**src/wpi_pkg.sv**
```systemverilog
// Shared types and constants for the waypoint position integrator.
`timescale 1ns / 1ps
package wpi_pkg;

  // Datapath commands issued by the controller, one per cycle.
  typedef enum logic [4:0] {
    CMD_NONE,
    CMD_LOAD,
    CMD_RCP_T,
    CMD_SPLIT_T,
    CMD_PART,
    CMD_PROD,
    CMD_RCP_R,
    CMD_SET_D,
    CMD_MUL_DM,
    CMD_MOVE,
    CMD_FOLD_CHK,
    CMD_DIV_FOLD,
    CMD_FOLD_ADJ,
    CMD_AXIS_WR,
    CMD_GOAL,
    CMD_DIR_ZERO,
    CMD_MUL_AA,
    CMD_SAVE_AA,
    CMD_MUL_BB,
    CMD_SQRT,
    CMD_SET_LEN,
    CMD_DIV_UX,
    CMD_DIR_X,
    CMD_DIV_UY,
    CMD_DIR_Y,
    CMD_OUT
  } cmd_e;

  typedef enum logic [1:0] {
    IT_MUL,
    IT_DIV,
    IT_SQRT
  } iter_op_e;

  typedef enum logic [1:0] {
    FOLD_KEEP,
    FOLD_LOW,
    FOLD_DIV
  } fold_mode_e;

  typedef enum logic [1:0] {
    REG_X_MIN,
    REG_X_MAX,
    REG_Y_MIN,
    REG_Y_MAX
  } reg_idx_e;

  typedef struct packed {
    logic       reject;
    logic       int_zero;
    logic       req;
    logic       axis;
    fold_mode_e fold_mode;
    logic       norm_zero;
    logic       busy;
  } dp_status_t;

  localparam logic [6:0]  MulSteps  = 7'd32;
  localparam logic [6:0]  DivSteps  = 7'd64;
  localparam logic [6:0]  SqrtSteps = 7'd32;
  localparam logic [63:0] SqrtTop   = 64'h4000_0000_0000_0000;
  localparam logic [63:0] RoundHalf = 64'd16384;

  // ceil(2^41 / 1000): x / 1000 is (x * RecipMs) >> 41 for 32-bit x,
  // and x / 125 is (x * RecipMs) >> 38 for 31-bit x
  localparam logic [31:0] RecipMs   = 32'd2199023256;

  localparam logic signed [31:0] AreaMaxReset = 32'sd4096000;

endpackage

```
**src/wpi_ctrl.sv**
```systemverilog
// Controller: sequences the datapath commands for one item and owns both handshakes.
`timescale 1ns / 1ps
module wpi_ctrl import wpi_pkg::*; (
  input  logic       clk_i,
  input  logic       rst_ni,
  input  logic       in_valid_i,
  output logic       in_ready_o,
  output logic       out_valid_o,
  input  logic       out_ready_i,
  input  dp_status_t dp_i,
  output cmd_e       cmd_o
);

  typedef enum logic [4:0] {
    S_IDLE, S_CHECK0, S_CHECK, S_W_T, S_SPLIT, S_PART, S_PROD, S_W_R, S_AX,
    S_W_DM, S_MOVE, S_CHK0, S_CHKD, S_W_FOLD, S_ADJ, S_AXW, S_SET, S_G0, S_GD,
    S_W_AA, S_SAA, S_W_BB, S_W_SQ, S_LEN, S_W_UX, S_DX, S_W_UY,
    S_FIN, S_OUT
  } state_e;

  state_e state_q;
  cmd_e   cmd_q;
  logic   out_valid_q;

  assign in_ready_o  = (state_q == S_IDLE);
  assign out_valid_o = out_valid_q;
  // the item is latched at the accepting edge itself
  assign cmd_o       = (in_ready_o && in_valid_i) ? CMD_LOAD : cmd_q;

  always_ff @(posedge clk_i or negedge rst_ni) begin
    if (!rst_ni) begin
      state_q     <= S_IDLE;
      cmd_q       <= CMD_NONE;
      out_valid_q <= 1'b0;
    end else begin
      if (out_valid_q && out_ready_i) out_valid_q <= 1'b0;
      cmd_q <= CMD_NONE;
      unique case (state_q)
        S_IDLE: if (in_valid_i) begin
          state_q <= S_CHECK0;
        end
        S_CHECK0: state_q <= S_CHECK;
        S_CHECK: begin
          if (dp_i.reject) state_q <= S_FIN;
          else if (dp_i.int_zero) state_q <= dp_i.req ? S_SET : S_FIN;
          else begin
            cmd_q   <= CMD_RCP_T;
            state_q <= S_W_T;
          end
        end
        S_W_T: if (!dp_i.busy) begin
          cmd_q   <= CMD_SPLIT_T;
          state_q <= S_SPLIT;
        end
        S_SPLIT: begin
          cmd_q   <= CMD_PART;
          state_q <= S_PART;
        end
        S_PART: begin
          cmd_q   <= CMD_PROD;
          state_q <= S_PROD;
        end
        S_PROD: begin
          cmd_q   <= CMD_RCP_R;
          state_q <= S_W_R;
        end
        S_W_R: if (!dp_i.busy) begin
          cmd_q   <= CMD_SET_D;
          state_q <= S_AX;
        end
        S_AX: begin
          cmd_q   <= CMD_MUL_DM;
          state_q <= S_W_DM;
        end
        S_W_DM: if (!dp_i.busy) begin
          cmd_q   <= CMD_MOVE;
          state_q <= S_MOVE;
        end
        S_MOVE: begin
          cmd_q   <= CMD_FOLD_CHK;
          state_q <= S_CHK0;
        end
        S_CHK0: state_q <= S_CHKD;
        S_CHKD: begin
          if (dp_i.fold_mode == FOLD_DIV) begin
            cmd_q   <= CMD_DIV_FOLD;
            state_q <= S_W_FOLD;
          end else begin
            cmd_q   <= CMD_AXIS_WR;
            state_q <= S_AXW;
          end
        end
        S_W_FOLD: if (!dp_i.busy) begin
          cmd_q   <= CMD_FOLD_ADJ;
          state_q <= S_ADJ;
        end
        S_ADJ: begin
          cmd_q   <= CMD_AXIS_WR;
          state_q <= S_AXW;
        end
        // the axis write runs in this cycle; axis still shows the one being written
        S_AXW: begin
          if (!dp_i.axis) begin
            cmd_q   <= CMD_MUL_DM;
            state_q <= S_W_DM;
          end else begin
            state_q <= dp_i.req ? S_SET : S_FIN;
          end
        end
        S_SET: begin
          cmd_q   <= CMD_GOAL;
          state_q <= S_G0;
        end
        S_G0: state_q <= S_GD;
        S_GD: begin
          if (dp_i.norm_zero) begin
            cmd_q   <= CMD_DIR_ZERO;
            state_q <= S_FIN;
          end else begin
            cmd_q   <= CMD_MUL_AA;
            state_q <= S_W_AA;
          end
        end
        S_W_AA: if (!dp_i.busy) begin
          cmd_q   <= CMD_SAVE_AA;
          state_q <= S_SAA;
        end
        S_SAA: begin
          cmd_q   <= CMD_MUL_BB;
          state_q <= S_W_BB;
        end
        S_W_BB: if (!dp_i.busy) begin
          cmd_q   <= CMD_SQRT;
          state_q <= S_W_SQ;
        end
        S_W_SQ: if (!dp_i.busy) begin
          cmd_q   <= CMD_SET_LEN;
          state_q <= S_LEN;
        end
        S_LEN: begin
          cmd_q   <= CMD_DIV_UX;
          state_q <= S_W_UX;
        end
        S_W_UX: if (!dp_i.busy) begin
          cmd_q   <= CMD_DIR_X;
          state_q <= S_DX;
        end
        S_DX: begin
          cmd_q   <= CMD_DIV_UY;
          state_q <= S_W_UY;
        end
        S_W_UY: if (!dp_i.busy) begin
          cmd_q   <= CMD_DIR_Y;
          state_q <= S_FIN;
        end
        // wait for the output slot to free up
        S_FIN: if (!out_valid_q || out_ready_i) begin
          cmd_q   <= CMD_OUT;
          state_q <= S_OUT;
        end
        S_OUT: begin
          out_valid_q <= 1'b1;
          state_q     <= S_IDLE;
        end
      endcase
    end
  end

`ifndef SYNTHESIS
  a_out_free: assert property (@(posedge clk_i) disable iff (!rst_ni)
    (state_q == S_OUT) |-> !out_valid_q) else $error("result overwritten before taken");
  a_load: assert property (@(posedge clk_i) disable iff (!rst_ni)
    (in_valid_i && in_ready_o) |-> (cmd_o == CMD_LOAD)) else $error("item not loaded");
  a_reject: assert property (@(posedge clk_i) disable iff (!rst_ni)
    (state_q == S_CHECK && dp_i.reject) |=> (state_q == S_FIN))
    else $error("rejected item touched state");
`endif

endmodule

```
**config.mk**
```make
export PLATFORM = sky130hd
export DESIGN_NAME = wpi_ctrl
export DESIGN_NICKNAME = d
export VERILOG_FILES = /design/src/wpi_pkg.sv /design/src/wpi_ctrl.sv
export SDC_FILE = /design/constraint.sdc
export NUM_CORES = 1
export LEC_CHECK = 0
export CORE_MARGIN = 2
export CORE_UTILIZATION = 65
export DETAILED_ROUTE_END_ITERATION = 12
export DONT_BUFFER_PORTS = 1
export GPL_TIMING_DRIVEN = 0
export HOLD_SLACK_MARGIN = 0.1
export PLACE_DENSITY_LB_ADDON = 0.15
export SLEW_MARGIN = 20
export SYNTH_ARGS = -nofsm -noshare
export SYNTH_HDL_FRONTEND = slang
export SYNTH_SLANG_ARGS = --single-unit
export TNS_END_PERCENT = 1
```
**constraint.sdc**
```tcl
create_clock -name clk_i -period 4.2 [get_ports clk_i]
set_input_delay 0.84 -clock clk_i [delete_from_list [all_inputs] [get_ports clk_i]]
set_output_delay 0.84 -clock clk_i [all_outputs]
set_load 0.005 [all_outputs]
```
Yosys cells after proc, flatten, opt, wreduce, memory -nomap -nowiden
Cells that the tools add are included.
Storage, ports and cells
  register bits after elaboration: 11
  latch bits: 0
  memory bits (writable): 0
  ROM bits: 0
  input bits: 12
  output and inout port bits: 7
  word-level logic and storage cells: 87
  memories kept: 0
Operators by class
  add/sub/neg operators: 0
  multiply operators: 0
  divide/modulo/power cells: 0
  order comparisons: 0
  equality and inequality tests: 40
  shift operators: 0
  muxes and demuxes: 37
  bitwise operators: 0
  reductions and logical operators: 7
Operators by type and width (number)
  one-hot mux 5 bit (29 select lines): 1
  one-hot mux 5 bit (24 select lines): 1
  2-to-1 mux 5 bit: 22
  equality test 5 bit (second input constant): 13
  equality test 5 x 4 -> 1 bit (second input constant): 8
  inequality test 2 bit (second input constant): 11
  equality test 5 x 3 -> 1 bit (second input constant): 4
  2-to-1 mux 4 bit: 5
  AND reduction 11 bit: 1
  equality test 5 x 2 -> 1 bit (second input constant): 2
  2-to-1 mux 2 bit: 4
  2-to-1 mux 3 bit: 2
  equality test 5 x 1 -> 1 bit (second input constant): 1
  zero test 5 bit: 1
  equality test 2 bit (second input constant): 1
  logical AND 1 bit: 2
  2-to-1 mux 1 bit: 2
  nonzero test 2 bit: 1
  zero test 1 bit: 1
  logical OR 1 bit: 1

Depth between registers and ports, before layout
Gate-level depths: netlist of run 1.
  depth after elaboration: 4
  mapped depth: 7
  depth with buffers taken out: 4

Worst setup path after synthesis of run 1
Ideal clock, no wire load.
  path kind: flip-flop to output port
  from: register state_q[2]
  to: output cmd_o[1]
  arrival: 1326 ps
  data required time: 3360 ps
  setup slack: 2034 ps
  cell stages (with the launch flop): 5
  buffers on the path: 0
  cell sequence: dfrtp_1 > or3_4 > nor3_1 > nand2_1 > and2_1
Between the ends
  word-level cells in the longest chain between the ends: 3
RTL lines
  from (decl): line wpi_ctrl.sv:21  | state_e state_q;
  from (signal assigned): line wpi_ctrl.sv:45  | else if (dp_i.int_zero) state_q <= dp_i.req ? S_SET : S_FIN;
  from (signal assigned): line wpi_ctrl.sv:107  | state_q <= dp_i.req ? S_SET : S_FIN;
  zero test 5 bit: line wpi_ctrl.sv:25  | assign in_ready_o = (state_q == S_IDLE);
  net in_ready_o: line wpi_ctrl.sv:7  | output logic in_ready_o,
  logical AND 1 bit: line wpi_ctrl.sv:28  | assign cmd_o = (in_ready_o && in_valid_i) ? CMD_LOAD : cmd_q;
  2-to-1 mux 5 bit: line wpi_ctrl.sv:28
  to (decl): line wpi_ctrl.sv:11  | output cmd_e cmd_o
The timed path passes the listed nets, and every way through them passes these cells.

Worst setup path in the final report of run 1
  from: register state_q[2]
  to: output cmd_o[4]
The elaborated chain is that of the path after synthesis.

==> run summary, run 1 <==
The detail-routed net length per standard cell was 17.27 um. The repair_antennas step left the layout with diodes totalling 0. The logs give 0 for the count of antenna-violating nets left after detailed routing and 0 for the hold violation count in the final report.

The tools report the aggregate global routing overflow as 0. The die boundary width is 46.77 um, and the total power draw is 0.9548 mW. The synthesized design spends more area on one cell type than any other, namely sky130_fd_sc_hd__dfrtp_1.

No sink is reached through more buffers than the 2 on the longest clock path. The area of the die came out at 2187 um^2. Broken down by cell family, the worst path's largest delay share belongs to simple AND/OR/NAND/NOR gates.

During placement, the flow inserted port buffers numbering 0. The source-to-sink clock delay at the later pin of the worst-skew pair is 0.26 ns, and the mean post-synth cell area is 7.669 um^2. The number of hold buffers added after CTS was 0.

The initial antenna violation count was 0; the number of setup violations in the final report was 0. The die is 46.77 um tall. The Yosys step of the flow raised 0 warnings.

Walking the worst path, the cells encountered are or3_4, nor3_1, nand2_1, and2_1. The category of the critical setup timing path was reg2out. The share of the Yosys chip area taken by registers is 23.16%. Kind of path behind the tightest hold check: in2async. In this run, synthesis produced a sequential element count of 11. The worst setup slack before clock tree synthesis was 1.807 ns. Of the available clock period, the critical path in the final layout requires 63.63%.

The depth of the CTS H-tree was 1; the clock period minus final worst setup slack was 2.673 ns. Number of synthesized flops with an enable pin: 0. On the critical path, the stage with the largest delay is an instance of sky130_fd_sc_hd__or3_4. 19 I/O pins were placed. The top-area cell type share of the netlist area came out at 23.16%. The run finished with clean final reports.

The floorplan step defined a core boundary enclosing 1727 um^2. The area added between synthesis and finish was 4.843%; the minimum hold slack was 0.2668 ns. Synthesis produced a netlist whose cell count is 155. The analysis attributes to cell leakage a power of 0.5096 nW. The final setup TNS came out at 0 ns.

The final-report max-slew violation count came out at 0. The total detailed-routing wirelength is 3178 um. Sorting the synthesized cells by area gives the leading types as sky130_fd_sc_hd__dfrtp_1, sky130_fd_sc_hd__nor2b_1, sky130_fd_sc_hd__a21oi_1.

The total number of vias was 1300; the power per unit of standard cell area was 766.1 nW/um^2. For the number of global-route vias before repair, the log shows 1148. TritonCTS built the clock tree. The tool flagged a number of max-cap violations equal to 0. The total standard cell area after synthesis was 1189 um^2. The floorplan has 15 rows. Setup repair after global routing left no endpoint under its margin. The worst slew margin relative to its limit was 67.88%. The first routing iteration left 115 violations.

Based on the critical path, the design can be clocked at up to 374.2 MHz. The number of nets in the synthesized netlist is 167. The final layout contains 172 nets.

The tools report the nature of the critical path endpoint as a primary output. Dividing the detail-routed via count by the number of cells gives 7.065. The slack of the critical path is 1.527 ns, and the clock-pin transition on the worst setup and hold timing paths is 0.06 ns. Total of cells resized after clock tree synthesis: 0.

Among all flip-flop cells after synthesis, the most frequent one is sky130_fd_sc_hd__dfrtp_1. The first global-routing pass estimated 5023 um of wire. The number of buffers and inverters on the critical path is 0. Maximum ir drop on the vdd rail: 0.5559 mV. The total iterations of the first detailed-routing run was 4; the maximum fanout along the worst path was 5. STA classifies the critical path startpoint as a flop. For the worst clock skew, the log shows 0.006796 ns. The run gives 1.83 ns as the data arrival time of the worst path. Routability-driven placement finished with a final weighted congestion of 0.9835. After synthesis, the share of flip-flops with an asynchronous set or reset is 100.0%. Clock tree root driver cell: sky130_fd_sc_hd__clkbuf_4.

After detailed routing, the number of remaining DRC violations is 0. The number of buffers added by the clock tree synthesis step is 3. The netlist uses 49 different library cells. The tools report the all-layer global routing usage as 31.52%.

The HPWL after detailed placement came out at 2434 um. For the post-CTS setup buffer count, the log shows 0. Endpoint required time on the critical path: 3.36 ns.

The final cell utilization of the core was 72.17%. The slew of the pin with the lowest slew margin was 0.4818 ns; the fraction of layout cells with a size suffix above 1 was 11.95%. The clock drives 11 sinks. The maximum cell stage delay along the critical path came out at 0.43 ns. The effective utilization at floorplan is 68.84%, and the pin count of the biggest net entering global routing is 12.
## state kept, by name (all words and copies together), names as in the netlist
| name | count |
|---|---|
| out_valid_o | 1 |
| state_q | 5 |
| cmd_q | 5 |
## where the power goes
part           internal (mW)  leakage (nW)  switching (mW)  total (mW)
clock network         0.0366        0.0150          0.0301      0.0667
registers              0.154         0.137          0.0185       0.173
logic                  0.278         0.357           0.437       0.715
## through the flow
| step | cell area (um^2) | std cells |
|---|---|---|
| 2_1_floorplan | 1189 | 155 |
| 3_3_place_gp | 1220 | 180 |
| 3_5_place_dp | 1220 | 180 |
| 4_1_cts | 1246 | 184 |
| 5_1_grt | 1246 | 184 |
| 6_report | 1246 | 184 |
## per-layer routing
layer  part of all wire (%)  global-route usage, %  vias to the layer above
met4                    2.6                  11.67                        0
met2                     47                  53.70                       89
li1                       -                      -                      599
met3                    9.7                  4.615                       13
met5                      0                      0                        -
met1                     41                  40.33                      599
## logic make-up after synthesis
logic type	share of synthesized area, %
xor gates and xnor gates	0.7370
buffers and inverters	7.262
AOI/OAI and AO/OA	28.42
DFF	23.16
and+or+nand+nor	37.37
muxes	3.052
## synth_stat cells, types with 2 or more instances
| master | instances |
|---|---|
| sky130_fd_sc_hd__o221ai_1 | 2 |
| sky130_fd_sc_hd__nor3b_1 | 5 |
| sky130_fd_sc_hd__nor2b_1 | 8 |
| sky130_fd_sc_hd__o211ai_1 | 5 |
| sky130_fd_sc_hd__nand3_1 | 6 |
| sky130_fd_sc_hd__nand2b_1 | 7 |
| sky130_fd_sc_hd__buf_2 | 9 |
| sky130_fd_sc_hd__nor2_1 | 9 |
| sky130_fd_sc_hd__dfrtp_1 | 11 |
| sky130_fd_sc_hd__and2_1 | 5 |
| sky130_fd_sc_hd__inv_1 | 3 |
| sky130_fd_sc_hd__a21o_1 | 3 |
| sky130_fd_sc_hd__o211a_1 | 2 |
| sky130_fd_sc_hd__nand2_1 | 9 |
| sky130_fd_sc_hd__o21ai_0 | 7 |
| sky130_fd_sc_hd__nand3b_1 | 2 |
| sky130_fd_sc_hd__a21oi_1 | 9 |
| sky130_fd_sc_hd__a41oi_1 | 3 |
| sky130_fd_sc_hd__a211o_1 | 2 |
| sky130_fd_sc_hd__a31oi_1 | 5 |
| sky130_fd_sc_hd__clkbuf_1 | 4 |
| sky130_fd_sc_hd__nand4b_1 | 2 |
| sky130_fd_sc_hd__o31ai_1 | 2 |
| sky130_fd_sc_hd__buf_1 | 3 |
| sky130_fd_sc_hd__nand4_1 | 6 |
| sky130_fd_sc_hd__nor4bb_1 | 2 |
| sky130_fd_sc_hd__nor3_1 | 2 |
## cells in the final DEF (no fill, tap or decap), types with 2 or more instances in the layout
cell type,instances
sky130_fd_sc_hd__nor3b_1,5
sky130_fd_sc_hd__nor2_1,9
sky130_fd_sc_hd__nand3_1,6
sky130_fd_sc_hd__nand3b_1,2
sky130_fd_sc_hd__a211o_1,2
sky130_fd_sc_hd__a21oi_1,9
sky130_fd_sc_hd__nand2_1,9
sky130_fd_sc_hd__clkbuf_1,5
sky130_fd_sc_hd__nor3_1,2
sky130_fd_sc_hd__and2_1,5
sky130_fd_sc_hd__dfrtp_1,11
sky130_fd_sc_hd__inv_1,3
sky130_fd_sc_hd__nand2b_1,7
sky130_fd_sc_hd__nand4_1,6
sky130_fd_sc_hd__o211a_1,2
sky130_fd_sc_hd__o221ai_1,2
sky130_fd_sc_hd__a21o_1,3
sky130_fd_sc_hd__nor2b_1,8
sky130_fd_sc_hd__nand4b_1,2
sky130_fd_sc_hd__o21ai_0,7
sky130_fd_sc_hd__buf_2,9
sky130_fd_sc_hd__a41oi_1,3
sky130_fd_sc_hd__buf_1,3
sky130_fd_sc_hd__nor4bb_1,2
sky130_fd_sc_hd__o211ai_1,5
sky130_fd_sc_hd__a31oi_1,5
sky130_fd_sc_hd__clkbuf_4,3
sky130_fd_sc_hd__o31ai_1,2
## path summary, 6_finish.rpt
kind	slack [ns]	cells after the start	to	from
min in group clk_i	0.64	2	state_q[4]	state_q[3]
max in group asynchronous	3.86	0	cmd_q[0]	rst_ni
max	1.53	4	cmd_o[4]	state_q[2]
min	0.27	0	state_q[3]	rst_ni
max reg2reg	2.13	6	cmd_q[0]	state_q[2]
min reg2reg	0.64	2	state_q[4]	state_q[3]
## cell type report
class	count	area, um^2
clock buffers	4	26.28
flip-flops and latches	11	275.3
fillers	141	480.5
multi-input cells	124	827.0
inverters	4	15.01
plain buffers	16	71.32
well taps	25	31.28
Power figures use the tool's default switching activity.
==> inputs of run 2 (changes only) <==
--- a/config.mk
+++ b/config.mk
@@ -5,8 +5,9 @@
 export SDC_FILE = /design/constraint.sdc
 export NUM_CORES = 1
 export LEC_CHECK = 0
+export ABC_AREA = 1
 export CORE_MARGIN = 2
-export CORE_UTILIZATION = 65
+export CORE_UTILIZATION = 56
 export DETAILED_ROUTE_END_ITERATION = 12
 export DONT_BUFFER_PORTS = 1
 export GPL_TIMING_DRIVEN = 0
==> constraint.sdc (replaced) <==
create_clock -name clk_i -period 2.15 [get_ports clk_i]
set_input_delay 0.43 -clock clk_i [delete_from_list [all_inputs] [get_ports clk_i]]
set_output_delay 0.43 -clock clk_i [all_outputs]
set_load 0.005 [all_outputs]
==> run 2 against run 1 <==
Compared with the run above: non-clock buffer count down 10; final cell count is 32% higher; via count increased by 13%; sequential cell count is the same; cell area grew 3.0%; synthesized cell count rose by 34%; hold slack better by 0.041 ns; global-route usage rose by 0.12 points; core utilization fell by 7.4 points; clock power increased by 150%; clock-buffer cell count did not move; total power rose by 97%; largest cell class unchanged; largest power group unchanged.
==> run summary, run 2 <==
Sorting the synthesized cells by area gives the leading types as sky130_fd_sc_hd__dfrtp_1, sky130_fd_sc_hd__nand2_1, sky130_fd_sc_hd__nor2_1. The die covers 2500 um^2. Counting flops and latches in the post-synthesis netlist gives 11. Along the worst path, the maximum fanout reaches 10.

Combinational family with the most area after synthesis: simple AND/OR/NAND/NOR gates. The run gives 0.43 ns as the setup slack of the most critical reg-to-reg path. Cell internal power was estimated by the tool at 0.8092 mW. The critical path in this run is classified as reg2out.

Setup violations remaining at the end of the flow were counted as 0. Count of antenna-violating nets left after detailed routing: 0. The clock period minus final worst setup slack came out at 2.048 ns.

The run gives 3704 um as the total detailed-routing wirelength. The path class of the tightest hold or removal check is in2reg. The final-report max-slew violation count was 0; the synthesized-area fraction occupied by adder cells was 0%. A synthesized cell averages 5.724 um^2. The slew of the pin with the lowest slew margin was 0.5460 ns; the count of max-cap constraint violations was 0.

The worst slew margin relative to its limit is 62.66%, and the timing-limited maximum frequency is 488.3 MHz. The layout has 182 filler cells. The synthesized-area fraction occupied by and/or/nand/nor cells was 56.60%. The die is 50 um tall. The run gives 0 as the aggregate global routing overflow.

Between clock sinks in the finished design, the worst skew comes to 0.009445 ns. Sorting the synthesized cells by how often they occur yields sky130_fd_sc_hd__nand2_1, sky130_fd_sc_hd__nor2_1, sky130_fd_sc_hd__nand3_1. The design draws 1.881 mW.

The multiplexer fraction of the synthesized cell area was 0%. The most common cell in the netlist was sky130_fd_sc_hd__nand2_1. The count of synthesis-stage warnings from yosys was 0. The number of synthesized flops with an enable pin is 0, and the top-area cell type share of the netlist area is 23.23%. In the final layout, the share of cells above drive strength 1 is 14.88%. The final estimated routing congestion in global placement is 0.9863, and the power per unit of standard cell area is 1465 nW/um^2. The clock sink count was 11; the number of vias per cell was 6.062. Counting every net in the synthesized netlist gives 219.

Registers are responsible for 20.2% of the overall power. The repair_antennas step left the layout with diodes totalling 0. The maximum ir drop on the vdd rail is 0.8953 mV. Detailed routing inserted a total of 1467 vias.

The tools report the static leakage as 0.7159 nW. The worst setup path is launched from a flop. The initial antenna violation count came out at 0. The first TritonRoute pass finished after 5 iterations. The final setup TNS is 0 ns. After clock tree synthesis, the clock-pin slew on the worst setup and hold paths is 0.09 ns. Input and output buffers added on the ports amount to 0. TritonCTS built the clock tree. The area growth from synthesis to layout is 8.342%. The tools report the number of placement rows as 16. For the worst setup path, the data required time is 1.72 ns.

Among all flip-flop cells after synthesis, the most frequent one is sky130_fd_sc_hd__dfrtp_1. The count of routing violations after the opening detailed-route iteration was 116; the number of buffers added by the clock tree synthesis step was 3. The xor/xnor cell area share of the yosys netlist is 0%, and the data arrival time of the worst path is 1.62 ns. At the end of the flow the core is filled with cells to 64.77%.

At the later pin of the worst-skew pair, clock insertion delay measures 0.30 ns. After detailed routing, the average wire length per cell comes to 15.31 um. The number of placed I/O pins is 19, and the global-route wire length before repair is 6023 um. The hold violation count in the final report was 0.

The final layout contains 228 nets. Entering global routing, the biggest net connects 12 pins. The library cell used most frequently in the layout, excluding fill and tap cells, is sky130_fd_sc_hd__nand2_1.

The depth of the CTS H-tree is 1. Of the total power, the share spent switching nets is 56.98%. The share of total power dissipated in combinational logic is 71.1%.

The number of remaining DRC errors was 0. Synthesis produced a netlist whose cell count is 207. Dividing the final minimum period by the clock period gives 95.26%. The flow ran to the end, and the final reports show no timing, DRC or antenna violations.

The maximum clock insertion buffer count is 2. Setup repair after global routing left no endpoint under its margin. The proportion of register bits with asynchronous set or reset after synthesis came out at 100.0%. The netlist uses 26 different library cells. The floorplan step defined a core boundary enclosing 1982 um^2. The synthesized-area fraction occupied by ao, oa, aoi and oai cells was 10.88%; the effective utilization at floorplan was 59.79%. The synthesized design spends more area on one cell type than any other, namely sky130_fd_sc_hd__dfrtp_1. The worst setup path is captured at a primary output.

The logs give 1340 for the number of global-route vias before repair and 2907 um for the HPWL after detailed placement. Across every metal layer, demand over resource in global routing totals 31.64%. Sequential cells were found to cover 23.23% of the synthesized design area.

The total standard cell area after synthesis came out at 1185 um^2. In the layout the commonest cells are sky130_fd_sc_hd__nand2_1, sky130_fd_sc_hd__nor2_1, sky130_fd_sc_hd__nand3_1. Switching power: 1.072 mW.

The cell sitting at the root of the clock tree is a sky130_fd_sc_hd__clkbuf_4. The clock network burns 8.7% of the power. Measured along the x axis, the die boundary spans 50 um.
==> run 2: cell count changes after synthesis, moves of 6 or more <==
| cell | change |
|---|---|
| sky130_fd_sc_hd__nand2_1 | +44 |
| sky130_fd_sc_hd__nor2_1 | +34 |
| sky130_fd_sc_hd__inv_1 | +17 |
| sky130_fd_sc_hd__nand3_1 | +15 |
| sky130_fd_sc_hd__buf_2 | -8 |
| sky130_fd_sc_hd__nor2b_1 | -8 |
| sky130_fd_sc_hd__nand2_2 | +7 |
| sky130_fd_sc_hd__nand2b_1 | -7 |
| sky130_fd_sc_hd__nor3_1 | +6 |
==> run 2: final timing paths <==
kind / from / endpoint / cells past startpoint
max reg2reg: state_q[1] / state_q[0] / 10
min reg2reg: out_valid_o / out_valid_o / 2
max in group asynchronous: rst_ni / state_q[1] / 1
max: state_q[0] / cmd_o[0] / 7
min: dp_i[1] / cmd_q[4] / 1
min in group asynchronous: rst_ni / out_valid_o / 1
==> run 2: area by class of cell <==
cell class / instances / area (um^2) / area share (%)
plain buffers: 2 / 12.51 / 0.9747
clock buffers: 4 / 26.28 / 2.047
inverters: 26 / 97.59 / 7.602
multi-input cells: 168 / 804.5 / 62.67
flip-flops and latches: 11 / 276.5 / 21.54
well taps: 27 / 33.78 / 2.632
repair buffers: 4 / 32.53 / 2.534
==> run 2: cell families (layout without fill, tap and decap cells) <==
family / count (synthesis) / in the layout
compound gates: 22 / 22
flops: 11 / 11
buf+inv: 28 / 36
simple gates: 146 / 146
==> run 2: critical path: stages, from the launching register on <==
cell and delay, ns:
sky130_fd_sc_hd__dfrtp_1 0.39, sky130_fd_sc_hd__buf_4 0.18, sky130_fd_sc_hd__nor2_4 0.17, sky130_fd_sc_hd__nand2_2 0.13, sky130_fd_sc_hd__nor2_2 0.14, sky130_fd_sc_hd__nand2_1 0.06, sky130_fd_sc_hd__inv_1 0.12, sky130_fd_sc_hd__or2_2 0.13
==> run 2: power by group through the flow <==
stage	clock network, mW	logic, mW	registers (mW)
finish	0.164	1.34	0.380
CTS	0.157	1.26	0.376
detailed placement	0	1.25	0.381
global placement	0	1.23	0.377
floorplan	0	0.987	0.363
global route	0.161	1.50	0.394
==> run 2: timing repair <==
item                                    in CTS  in global routing
pin swaps                                    0                  1
gates cloned                                 0                  0
resized for setup                            1                  2
hold endpoints to repair                    11                  0
setup buffers                                0                  3
endpoints found under the setup margin       1                  5
hold buffers                                 1                  0
==> run 2: per-stage QoR <==
stage	setup WS (ns)	hold slack (ns)	instances	instance area, um^2
6_report	0.1019	0.3075	242	1284
2_1_floorplan	0.4923	0.1344	207	1185
3_3_place_gp	0.3368	0.1346	234	1219
4_1_cts	0.01125	0.3183	239	1257
5_1_grt	0.003937	0.3280	242	1284
3_5_place_dp	0.2871	0.1347	234	1219
==> run 2: metal layers <==
metal	track usage [%]	up-vias	wire (um)
met5	0	-	0
met4	11.11	0	150
met3	5.758	22	493
met2	52.63	129	1701
met1	40.53	628	1360
li1	-	688	-
